<file path="config.mk">
export PLATFORM = sky130hd
export DESIGN_NAME = first_fit_block_allocator_top
export DESIGN_NICKNAME = d
export VERILOG_FILES = /design/src/sv/ffba_pkg.sv /design/src/sv/first_fit_block_allocator_top.sv /design/src/sv/ffba_datapath.sv /design/src/sv/ffba_ctrl.sv
export SDC_FILE = /design/constraint.sdc
export NUM_CORES = 2
export LEC_CHECK = 0
export ABC_AREA = 1
export BUFFER_PORTS_ARGS = -buffer_cell sky130_fd_sc_hd__buf_2
export CAP_MARGIN = 20
export CORE_MARGIN = 8
export CORE_UTILIZATION = 40
export DETAILED_ROUTE_END_ITERATION = 7
export HOLD_SLACK_MARGIN = 0.03
export PLACE_DENSITY_LB_ADDON = 0.1
export SLEW_MARGIN = 20
export SYNTH_ARGS = -nofsm -noshare
export SYNTH_HDL_FRONTEND = slang
export SYNTH_SLANG_ARGS = --single-unit
</file>
<file path="constraint.sdc">
create_clock -name clk_i -period 13.2 [get_ports clk_i]
set_clock_uncertainty 0.2 [all_clocks]
set_input_delay 0.66 -clock clk_i [delete_from_list [all_inputs] [get_ports clk_i]]
set_output_delay 0.66 -clock clk_i [all_outputs]
set_load 0.02 [all_outputs]
</file>
<file path="src/sv/ffba_pkg.sv">
// package for the first-fit block allocator: constants, item and control types
// no dependencies
`default_nettype none
package ffba_pkg;
  localparam int ARENA_BYTES  = 52428800;
  localparam int HEADER_BYTES = 24;
  localparam int MAX_BLOCKS   = 64;
  localparam int IDX_W = $clog2(MAX_BLOCKS);
  localparam int CNT_W = $clog2(MAX_BLOCKS + 1);

  localparam logic [2:0] ST_ALLOCATED   = 3'd0;
  localparam logic [2:0] ST_NO_MEMORY   = 3'd1;
  localparam logic [2:0] ST_RELEASED    = 3'd2;
  localparam logic [2:0] ST_BAD_ADDRESS = 3'd3;
  localparam logic [2:0] ST_TABLE_FULL  = 3'd4;

  localparam logic ACT_ALLOCATE = 1'b0;
  localparam logic ACT_RELEASE  = 1'b1;

  typedef struct packed {
    logic        action;
    logic [26:0] request_size;
    logic [25:0] release_address;
  } in_item_t;

  typedef struct packed {
    logic [2:0]  status;
    logic [25:0] address;
  } out_item_t;

  typedef struct packed {
    logic [25:0] start;
    logic [25:0] len;
    logic        free;
  } entry_t;

  typedef struct packed {
    logic       load_item;
    logic       inc_idx;
    logic       rd_jm1;
    logic       sh_wr;
    logic       dec_j;
    logic       latch_hit;
    logic       wr_split;
    logic       wr_main;
    logic       set_res;
    logic [2:0] res_code;
    logic       load_out;
  } ctl_t;

  typedef struct packed {
    logic alloc;
    logic at_end;
    logic hit;
    logic need_split;
    logic full;
    logic j_done;
  } sts_t;
endpackage
`default_nettype wire

</file>
<file path="src/sv/first_fit_block_allocator_top.sv">
// top level of the first-fit block allocator: controller plus datapath
// depends on ffba_pkg, ffba_ctrl, ffba_datapath
//
// usage
// - input channel in_valid_i / in_ready_o carries one item: allocate a
//   block of request_size bytes, or release the block at release_address
// - output channel out_valid_o / out_ready_i returns one item per input:
//   status and, for a successful allocate, the data address
// - one item at a time: the controller walks the block table, reading each
//   entry in states S_RD and S_CHK through the registered memory read port
// - on a hit that needs a split, the entries above the hit are first shifted
//   up one place, then the split-off free block and the allocated block are
//   written
// - reset: table holds one free block covering the arena less one header;
//   no clearing pass, entry 0 is served from its reset value until written
// - a stalled receiver holds the result in the output register; the next
//   item is still taken and worked, it waits only to hand its result over
`default_nettype none
module first_fit_block_allocator_top (
  input  wire logic                clk_i,
  input  wire logic                rst_ni,
  input  wire logic                in_valid_i,
  output logic                     in_ready_o,
  input  wire ffba_pkg::in_item_t  in_item_i,
  output logic                     out_valid_o,
  input  wire logic                out_ready_i,
  output ffba_pkg::out_item_t      out_item_o
);
  ffba_pkg::ctl_t ctl;  // commands to the datapath
  ffba_pkg::sts_t sts;  // compare and count status back

  ffba_ctrl u_ctrl (
    .clk_i      (clk_i),
    .rst_ni     (rst_ni),
    .in_valid_i (in_valid_i),
    .in_ready_o (in_ready_o),
    .out_valid_o(out_valid_o),
    .out_ready_i(out_ready_i),
    .sts_i      (sts),
    .ctl_o      (ctl)
  );

  ffba_datapath u_dp (
    .clk_i     (clk_i),
    .rst_ni    (rst_ni),
    .in_item_i (in_item_i),
    .ctl_i     (ctl),
    .sts_o     (sts),
    .out_item_o(out_item_o)
  );
endmodule
`default_nettype wire

</file>
<file path="src/sv/ffba_datapath.sv">
// datapath: block table memory, item, index and result registers
// depends on ffba_pkg
`default_nettype none
module ffba_datapath (
  input  wire logic             clk_i,
  input  wire logic             rst_ni,
  input  wire ffba_pkg::in_item_t in_item_i,
  input  wire ffba_pkg::ctl_t   ctl_i,
  output ffba_pkg::sts_t        sts_o,
  output ffba_pkg::out_item_t   out_item_o
);
  localparam int IW = ffba_pkg::IDX_W;
  localparam int CW = ffba_pkg::CNT_W;
  localparam ffba_pkg::entry_t ENTRY0 = '{start: 26'd0,
    len: 26'(ffba_pkg::ARENA_BYTES - ffba_pkg::HEADER_BYTES), free: 1'b1};
  localparam logic [27:0] HDR = 28'(ffba_pkg::HEADER_BYTES);

  ffba_pkg::entry_t mem [ffba_pkg::MAX_BLOCKS];
  ffba_pkg::entry_t rdata_q, rd_ent, wdata;
  logic [IW-1:0] raddr, waddr;
  logic          we, rd0_q, e0w_q;
  logic          act_q, split_q;
  logic [26:0]   size_q;
  logic [25:0]   rel_q, start_q, len_q;
  logic [CW-1:0] idx_q, j_q, count_q;
  logic [2:0]    res_code_q;
  logic [25:0]   res_addr_q;
  ffba_pkg::out_item_t out_q;
  logic [27:0]   split_lim, new_start, new_len;

  assign rd_ent = (rd0_q && !e0w_q) ? ENTRY0 : rdata_q;
  assign raddr  = ctl_i.rd_jm1 ? IW'(j_q - CW'(1)) : idx_q[IW-1:0];
  assign split_lim = {1'b0, size_q} + HDR;
  assign new_start = {2'b0, start_q} + HDR + {1'b0, size_q};
  assign new_len   = {2'b0, len_q} - HDR - {1'b0, size_q};

  always_comb begin
    we = 1'b0;
    waddr = idx_q[IW-1:0];
    wdata = rd_ent;
    if (ctl_i.sh_wr) begin
      we = 1'b1;
      waddr = j_q[IW-1:0];
      wdata = rd_ent;
    end else if (ctl_i.wr_split) begin
      we = 1'b1;
      waddr = IW'(idx_q + CW'(1));
      wdata = '{start: new_start[25:0], len: new_len[25:0], free: 1'b1};
    end else if (ctl_i.wr_main) begin
      we = 1'b1;
      if (act_q == ffba_pkg::ACT_RELEASE) begin
        wdata = '{start: start_q, len: len_q, free: 1'b1};
      end else begin
        wdata = '{start: start_q, len: split_q ? size_q[25:0] : len_q, free: 1'b0};
      end
    end
  end

  always_ff @(posedge clk_i) begin
    if (we) begin
      mem[waddr] <= wdata;
    end
    rdata_q <= mem[raddr];
  end

  always_comb begin
    sts_o.alloc  = (act_q == ffba_pkg::ACT_ALLOCATE);
    sts_o.at_end = (idx_q >= count_q);
    if (act_q == ffba_pkg::ACT_ALLOCATE) begin
      sts_o.hit = rd_ent.free && ({1'b0, rd_ent.len} >= size_q);
    end else begin
      sts_o.hit = (({1'b0, rd_ent.start} + HDR[26:0]) == {1'b0, rel_q});
    end
    sts_o.need_split = ({2'b0, rd_ent.len} > split_lim);
    sts_o.full   = (count_q >= CW'(ffba_pkg::MAX_BLOCKS));
    sts_o.j_done = (j_q <= idx_q + CW'(1));
  end

  always_ff @(posedge clk_i or negedge rst_ni) begin
    if (!rst_ni) begin
      count_q <= CW'(1);
      e0w_q   <= 1'b0;
      rd0_q   <= 1'b0;
      idx_q   <= '0;
      j_q     <= '0;
    end else begin
      rd0_q <= (raddr == '0);
      if (we && waddr == '0) e0w_q <= 1'b1;
      if (ctl_i.load_item) idx_q <= '0;
      else if (ctl_i.inc_idx) idx_q <= idx_q + CW'(1);
      if (ctl_i.latch_hit) j_q <= count_q;
      else if (ctl_i.dec_j) j_q <= j_q - CW'(1);
      if (ctl_i.wr_split) count_q <= count_q + CW'(1);
    end
  end

  always_ff @(posedge clk_i) begin
    if (ctl_i.load_item) begin
      act_q  <= in_item_i.action;
      size_q <= in_item_i.request_size;
      rel_q  <= in_item_i.release_address;
    end
    if (ctl_i.latch_hit) begin
      start_q <= rd_ent.start;
      len_q   <= rd_ent.len;
      split_q <= (act_q == ffba_pkg::ACT_ALLOCATE) && sts_o.need_split;
    end
    if (ctl_i.set_res) begin
      res_code_q <= ctl_i.res_code;
      res_addr_q <= (ctl_i.res_code == ffba_pkg::ST_ALLOCATED)
                    ? 26'({1'b0, start_q} + HDR[26:0]) : 26'd0;
    end
    if (ctl_i.load_out) begin
      out_q.status  <= res_code_q;
      out_q.address <= res_addr_q;
    end
  end

  assign out_item_o = out_q;
endmodule
`default_nettype wire

</file>
<file path="src/sv/ffba_ctrl.sv">
// controller state machine: table scan, shift, write and result sequencing
// depends on ffba_pkg
`default_nettype none
module ffba_ctrl (
  input  wire logic           clk_i,
  input  wire logic           rst_ni,
  input  wire logic           in_valid_i,
  output logic                in_ready_o,
  output logic                out_valid_o,
  input  wire logic           out_ready_i,
  input  wire ffba_pkg::sts_t sts_i,
  output ffba_pkg::ctl_t      ctl_o
);
  localparam logic [2:0] S_IDLE  = 3'd0;
  localparam logic [2:0] S_RD    = 3'd1;
  localparam logic [2:0] S_CHK   = 3'd2;
  localparam logic [2:0] S_SHRD  = 3'd3;
  localparam logic [2:0] S_SHWR  = 3'd4;
  localparam logic [2:0] S_SPLIT = 3'd5;
  localparam logic [2:0] S_MAIN  = 3'd6;
  localparam logic [2:0] S_DONE  = 3'd7;

  logic [2:0] state_q, state_d;
  logic       ov_q, ov_d;

  assign in_ready_o  = (state_q == S_IDLE);
  assign out_valid_o = ov_q;

  always_comb begin
    state_d = state_q;
    ov_d = ov_q && !out_ready_i;
    ctl_o = '0;
    case (state_q)
      S_IDLE: begin
        if (in_valid_i) begin
          ctl_o.load_item = 1'b1;
          state_d = S_RD;
        end
      end
      S_RD: begin
        if (sts_i.at_end) begin
          ctl_o.set_res = 1'b1;
          ctl_o.res_code = sts_i.alloc ? ffba_pkg::ST_NO_MEMORY : ffba_pkg::ST_BAD_ADDRESS;
          state_d = S_DONE;
        end else begin
          state_d = S_CHK;
        end
      end
      S_CHK: begin
        if (sts_i.hit) begin
          ctl_o.latch_hit = 1'b1;
          if (sts_i.alloc && sts_i.need_split) begin
            if (sts_i.full) begin
              ctl_o.set_res = 1'b1;
              ctl_o.res_code = ffba_pkg::ST_TABLE_FULL;
              state_d = S_DONE;
            end else begin
              state_d = S_SHRD;
            end
          end else begin
            state_d = S_MAIN;
          end
        end else begin
          ctl_o.inc_idx = 1'b1;
          state_d = S_RD;
        end
      end
      S_SHRD: begin
        if (sts_i.j_done) begin
          state_d = S_SPLIT;
        end else begin
          ctl_o.rd_jm1 = 1'b1;
          state_d = S_SHWR;
        end
      end
      S_SHWR: begin
        ctl_o.sh_wr = 1'b1;
        ctl_o.dec_j = 1'b1;
        state_d = S_SHRD;
      end
      S_SPLIT: begin
        ctl_o.wr_split = 1'b1;
        state_d = S_MAIN;
      end
      S_MAIN: begin
        ctl_o.wr_main = 1'b1;
        ctl_o.set_res = 1'b1;
        ctl_o.res_code = sts_i.alloc ? ffba_pkg::ST_ALLOCATED : ffba_pkg::ST_RELEASED;
        state_d = S_DONE;
      end
      S_DONE: begin
        if (!ov_q || out_ready_i) begin
          ctl_o.load_out = 1'b1;
          ov_d = 1'b1;
          state_d = S_IDLE;
        end
      end
      default: state_d = S_IDLE;
    endcase
  end

  always_ff @(posedge clk_i or negedge rst_ni) begin
    if (!rst_ni) begin
      state_q <= S_IDLE;
      ov_q    <= 1'b0;
    end else begin
      state_q <= state_d;
      ov_q    <= ov_d;
    end
  end
endmodule
`default_nettype wire

</file>
# [After elaboration in Yosys (flattened, before gate mapping)]
# Memory sizes are Yosys's and may differ from the RTL's. A register that Yosys moved wholly into a read port is not among the register bits.
# Cells that the tools add are included.
[classes] add_sub_neg=10 order_cmp=5 n_eq_ne=10 n_mux=49 bitwise_logic=1 n_reduce_logical=16
[ops] op="$mux W53" count=4
[ops] op="$add A26 B5 Y26 const B" count=2
[ops] op="$add A27 B5 Y28 const B" count=1
[ops] op="$gt A26 B28 Y1" count=1
[ops] op="$mux W7" count=4
[ops] op="$add A26 B5 Y27 const B" count=1
[ops] op="$eq A27 B26 Y1" count=1
[ops] op="$ge A26 B27 Y1" count=1
[ops] op="$mux W27" count=1
[ops] op="$add A26 B26 Y26" count=1
[ops] op="$mux W26" count=1
[ops] op="$sub A26 B26 Y26" count=1
[ops] op="$sub A26 B5 Y26 const B" count=1
[ops] op="$pmux W3 S8" count=1
[ops] op="$mux W1" count=21
[ops] op="$mux W3" count=6
[ops] op="$mux W6" count=3
[ops] op="$mux W4" count=4
[ops] op="$add A7 B1 Y7 const B" count=2
[ops] op="$eq A3 B3 Y1 const B" count=4
[ops] op="$logic_not A6 Y1" count=2
[ops] op="$pmux W4 S3" count=1
[ops] op="$ge A7 B7 Y1" count=1
[ops] op="$ge A7 B7 Y1 const B" count=1
[ops] op="14 further kinds" count=25
[totals] register_bits=192 ramBits=3392 inputBits=58 out_inout_bits=31 word_cells=109 memories=1
[memory_table] memory="u_dp.mem" depth=64 word_bits=53 read_ports=1 rd_ports_with_merged_regs=1 write_ports=1 line="ffba_datapath.sv:18" text="ffba_pkg::entry_t mem [ffba_pkg::MAX_BLOCKS];"

# [Logic depth before layout (Yosys ltp)]
[logic_depth] word_depth=10 mapped_depth=26

# [By module]
# A second synthesis with hierarchy kept.
[hier_totals] cells_unflattened=11726 area_unflattened_um2=150453.0
[by_module_without_submodules] mod="ffba_datapath" instances=1 cells_per_inst=11665 area_per_inst_um2=150081.4 seq_area_each_um2=108450.3
[by_module_without_submodules] mod="ffba_ctrl" instances=1 cells_per_inst=61 area_per_inst_um2=371.6 seq_area_each_um2=100.1

# [Worst setup path before layout]
# OpenSTA, ideal clock, no wires.
[synth_path] path_kind="reg2reg" from="register u_dp.start_q[1]" to="memory u_dp.mem[0][50] in the netlist's numbering (data pin)" setup_time_ps=702 t_arrival_ps=5253 required_ps=12298 path_slack_ps=7046 stages_incl_launch_ff=15 period_less_slack_ps=6154 path_cell_list="edfxtp_1 -> ha_1 -> ha_1 -> fa_1 -> nand3_1 -> nand2_1 -> a21oi_1 -> o21ai_0 -> a21boi_0 -> o21ai_0 -> a21oi_1 -> o21ai_0 -> nand2_1 -> nand2_1 -> o21ai_0"
[synth_lines] element="start, declared" line="ffba_datapath.sv:24" text="logic [25:0] rel_q, start_q, len_q;"
[synth_lines] element="start signal, assigned" line="ffba_datapath.sv:104" text="start_q <= rd_ent.start;"
[synth_lines] element="end, declared" line="ffba_datapath.sv:18"

# [Worst setup path after layout]
[layout_path] from="register u_dp.idx_q[0]" to="register, netlist name u_dp.rdata_q[13]"
[layout_between] elab_chain_cells=5
[layout_rtl] element="start, declared" line="ffba_datapath.sv:25" text="logic [CW-1:0] idx_q, j_q, count_q;"
[layout_rtl] element="start signal, assigned" line="ffba_datapath.sv:90" text="else if (ctl_i.inc_idx) idx_q <= idx_q + CW'(1);"
[layout_rtl] element="$add A7 B1 Y7"
[layout_rtl] element="$le A7 B7 Y1" line="ffba_datapath.sv:76" text="sts_o.j_done = (j_q <= idx_q + CW'(1));"
[layout_rtl] element="$mux W1" line="ffba_ctrl.sv:69" text="if (sts_i.j_done) begin"
[layout_rtl] element="$mux W1" line="ffba_ctrl.sv:33" text="case (state_q)"
[layout_rtl] element="$mux W6 *" line="ffba_datapath.sv:32" text="assign raddr = ctl_i.rd_jm1 ? IW'(j_q - CW'(1)) : idx_q[IW-1:0];"
# Mark *: on every way between the ends. The rest lies on a longest branch, timed or not.
# A chain may end at the register's enable or synchronous reset.

==> metrics.md <==
| Metric | Value |
|---|---|
| Status | `finished, final reports clean` |
| Wirelength per Cell | `~30 microns` |
| Number of flops mapped to enable cells by yosys | `3557` |
| Vias per inst | `approximately 5.7` |
| Chip Width | `~630 microns` |
| Initial antenna violation count | `39` |
| Number of cells produced by synthesis | `between 10000 and 15000` |
| CTS tree | `built` |
| Slew margin rel. | `18.8%` |
| Worst min path class | `in -> async` |
| Largest net degree at the start of global routing | `about 200` |
| CTS H-Tree Depth | `5` |
| Worst Reg2Reg Path Length in Cells | `22` |
| Max-cap violations | `0` |
| Via count | `~100k` |
| Detailed Place HPWL | `between 200 and 300 mm` |
| Synthesized area | `153000 sq um` |
| Die Ht | `approximately 630 microns` |
| Gr usage total | `25.7%` |
| Yosys cell types | `55` |
| Sequential fraction of the synthesis area | `between 70% and 80%` |
| Area leader, netlist | `edfxtp_1` |
| Worst r2r src | `u_dp.idx_q[0]` |
| Final number of setup-violating endpoints | `0` |
| Clock buffer depth | `4` |
| DRT iter0 DRCs | `12600` |
| DRC viols | `0` |
| Share of cells above drive strength 1 | `a little over a tenth` |
| Core ar. | `381000 sq um` |
| FF-to-FF setup slack | `around 6.1 ns` |
| RSZ-0062 raised after global routing | `no` |
| First-pass GRT wire length | `approximately 750 mm` |
| Register bit total from synthesis | `between 3000 and 4000` |
| FP Rows | `approximately 230` |
| Nets | `~13000` |
| Global route total overflow | `0` |
| Ports | `89` |
| Syn avg cell area | `12.2 sq um` |
| Pwr dens | `roughly 270 nW/um^2` |
| CP startpoint | `u_dp.idx_q[0]` |
| CP peak stage delay | `0.89 ns` |
| IO buf count | `88` |
| Initial Util | `between 40% and 50%` |
| Arr. time, crit path | `around 7.8 ns` |
| Fmax | `142 MHz` |
| Pins Over Slew Limit | `0` |
| Post-synth top area share | `a little over two thirds` |
| GPL Wtd Cong | `about 0.87` |
| Most area-consuming cells after synthesis | `edfxtp_1, o211ai_1, nand2_1, nand3_1, inv_1` |
| RR Endpoint | `u_dp.rdata_q[13]` |
| Min cycle time layout | `between 7 and 8 ns` |
| Detail Route Antenna Nets | `0` |
| Data required, critical path | `~14 ns` |
| Critical path endpoint category | `flip-flop` |
| TNS Setup | `0 ns` |
| Drt first pass iters | `6` |
| Clock Pin Slew Worst Setup and Hold Paths | `approximately 0.060 ns` |
| Worst-Margin Slew | `between 1 and 1.5 ns` |
| Kind of critical path | `reg -> reg` |
| Crit-path max FO | `slightly above 60` |
| Vias in the first global route | `97100` |
| Syn Nets | `~13000` |
| Crit share post-route | `~53%` |
| Startpoint types | `flip-flop` |
| Sink Count | `about 3600` |
| Clock Latency Late Sink | `just under 1 ns` |
| Top_reg_cell synth | `edfxtp_1` |
| Crit-path slowest cell | `o21ai_4` |
| Async set-reset flop share out of synthesis | `0.742%` |
| Total Wirelength | `532 mm` |
| Placed Instances | `between 15000 and 20000` |
| Total CTS buffers | `around 400` |
| Worst vdd ir | `around 0.26 mV` |
| Root Buffer | `clkbuf_16` |
| Resize count post-CTS | `0` |
| Area Overhead vs Synth | `13.5%` |
| P_leak | `around 0.061 uW` |
| Critical-path cell list | `ha_1 -> xor2_1 -> inv_1 -> ha_1 -> nand2_1 -> o21ai_1 -> nand4_1 -> nand2_1 -> nand3_2 -> o21ai_4 -> buf_4 -> buf_4 -> buf_4 -> buf_4 -> o21ai_0 -> inv_1 -> o21ai_0 -> nand3_1 -> nand3_1 -> nand3_1 -> nand3_1 -> nand2_1` |
| Final hold violation count | `0` |
| Die Footprint | `402000 sq um` |
| Final Non-Filler Cells | `18000` |
| Yosys warning count | `0` |
critical path: cells and delay by family (launching register included):
kind | cells | cell delay (ns)
compound gates | 4 | 1.36
xor+xnor | 1 | 0.25
flops | 1 | 0.44
fa+ha+maj | 2 | 0.57
simple gates | 9 | 1.08
buf+inv | 6 | 2.90
sequential cells by signal, summed over array words and instances (netlist names):
| signal | flops |
|---|---|
| u_dp.out_item_o | 29 |
| u_ctrl.out_valid_o | 1 |
| u_dp.start_q | 26 |
| u_dp.rd0_q | 1 |
| u_dp.rdata_q | 53 |
| u_dp.act_q | 1 |
| u_dp.rel_q | 26 |
| u_dp.idx_q | 7 |
| u_dp.size_q | 27 |
| u_dp.mem | 3392 |
| u_dp.e0w_q | 1 |
| u_ctrl.state_q | 3 |
| u_dp.res_code_q | 3 |
| u_dp.j_q | 7 |
| u_dp.res_addr_q | 26 |
| u_dp.len_q | 26 |
| u_dp.count_q | 7 |
| u_dp.split_q | 1 |
how the worst max path moves through the flow:
stage | to | cells after the start
floorplan | u_dp.mem[0][50] | 14
global placement | u_dp.rdata_q[13] | 22
detailed placement | u_dp.rdata_q[13] | 22
CTS | u_dp.rdata_q[13] | 22
global route | u_dp.rdata_q[13] | 22
finish | u_dp.rdata_q[13] | 22
routing by layer:
metal | track usage (%) | vias up | routed length [microns] | part of all wire [%]
li1 | - | 45200 | - | -
met1 | 37.3 | 52500 | 234000 | 44
met2 | 40.7 | 4419 | 241000 | 45
met3 | 3.25 | 821 | 41600 | 7.8
met4 | 7.18 | 2 | 16100 | 3.0
met5 | 0 | - | 16 | 0.0030
placed cells by master, fill, tap and decap left out, types with 28 or more instances in the layout:
master | Yosys | layout
clkinv_1 | 2 | 78
clkbuf_1 | 494 | 101
clkinv_2 | 0 | 86
o211ai_1 | 1081 | 1081
nor2_4 | 2 | 72
nor3_1 | 28 | 28
nand3_1 | 1072 | 1071
or2_2 | 248 | 248
edfxtp_1 | 3557 | 3557
nor2_1 | 592 | 520
xor2_1 | 66 | 66
dlygate4sd3_1 | 0 | 57
clkbuf_16 | 0 | 407
o21bai_1 | 60 | 60
ha_1 | 167 | 167
inv_1 | 1338 | 1334
o21ai_0 | 843 | 836
o22ai_1 | 145 | 145
buf_2 | 171 | 88
a21oi_1 | 293 | 288
dfxtp_1 | 53 | 53
nand2_1 | 2036 | 2024
buf_4 | 3 | 272
Yosys cell counts (4+ instances only):
cell and count:
buf_2 171, o21ai_0 843, o22ai_1 145, o221ai_1 14, dfrtp_1 26, nand2_1 2036
clkbuf_1 494, nand3_2 6, or2_2 248, nand3b_1 4, ha_1 167, dfxtp_1 53
a21o_1 6, xnor2_1 26, nor4_1 12, nor2_1 592, o211ai_1 1081, xor2_1 66
nor2_2 10, inv_2 7, o21ai_1 7, inv_1 1338, a31oi_1 4, edfxtp_1 3557
nand4_1 27, o2bb2ai_1 19, buf_1 70, a21oi_1 293, a211oi_1 8, a22oi_1 6
nor3_1 28, o21a_1 7, o21bai_1 60, a221oi_1 7, nand3_1 1072
layout make-up:
class	count	area, sq um
inverter	1347	5080
antenna	4	10.0
clock buffer	526	10800
sequential	3637	109000
multi-input combinational	6820	37400
tap	5038	6300
fill	34500	208000
clock inverter	223	1800
timing repair buffer	443	3570
cells by family (layout without fill, tap and decap cells):
family | after synthesis | in the layout | synth area share [%]
flip-flops | 3637 | 3637 | 71.0
buffers and inverters | 2088 | 2539 | 5.29
XOR/XNOR | 93 | 93 | 0.542
AND/OR/NAND/NOR | 4049 | 4049 | 11.4
adder cells (fa/ha/maj) | 169 | 169 | 1.39
AO/OA/AOI/OAI | 2509 | 2509 | 10.4
other | 0 | 4 | 0
power by group:
group	leakage, uW	internal, uW	total, uW	switching (uW)
registers	0.0329	16400	16900	501
clock network	0.00618	6180	10900	4680
logic	0.0223	4450	18700	14200
timing repair:
| action | 4_1_cts | 5_1_grt |
|---|---|---|
| buffers inserted | 0 | 0 |
| hold buffers | 57 | 0 |
| hold endpoints to repair | 85 | 0 |
stage by stage:
stage	area, sq um	hold slack (ns)	utilization, %	total power [uW]	setup slack [ns]
after floorplan	153000	0.164	-	28200	7.05
after global placement	160000	0.204	42.0	35400	6.03
after detailed placement	160000	0.205	42.0	35600	6.14
after CTS	173000	0.124	45.5	46500	6.16
after global routing	174000	0.198	45.5	48600	5.76
final	174000	0.146	45.5	46400	6.14
Power figures use the tool's default switching activity.
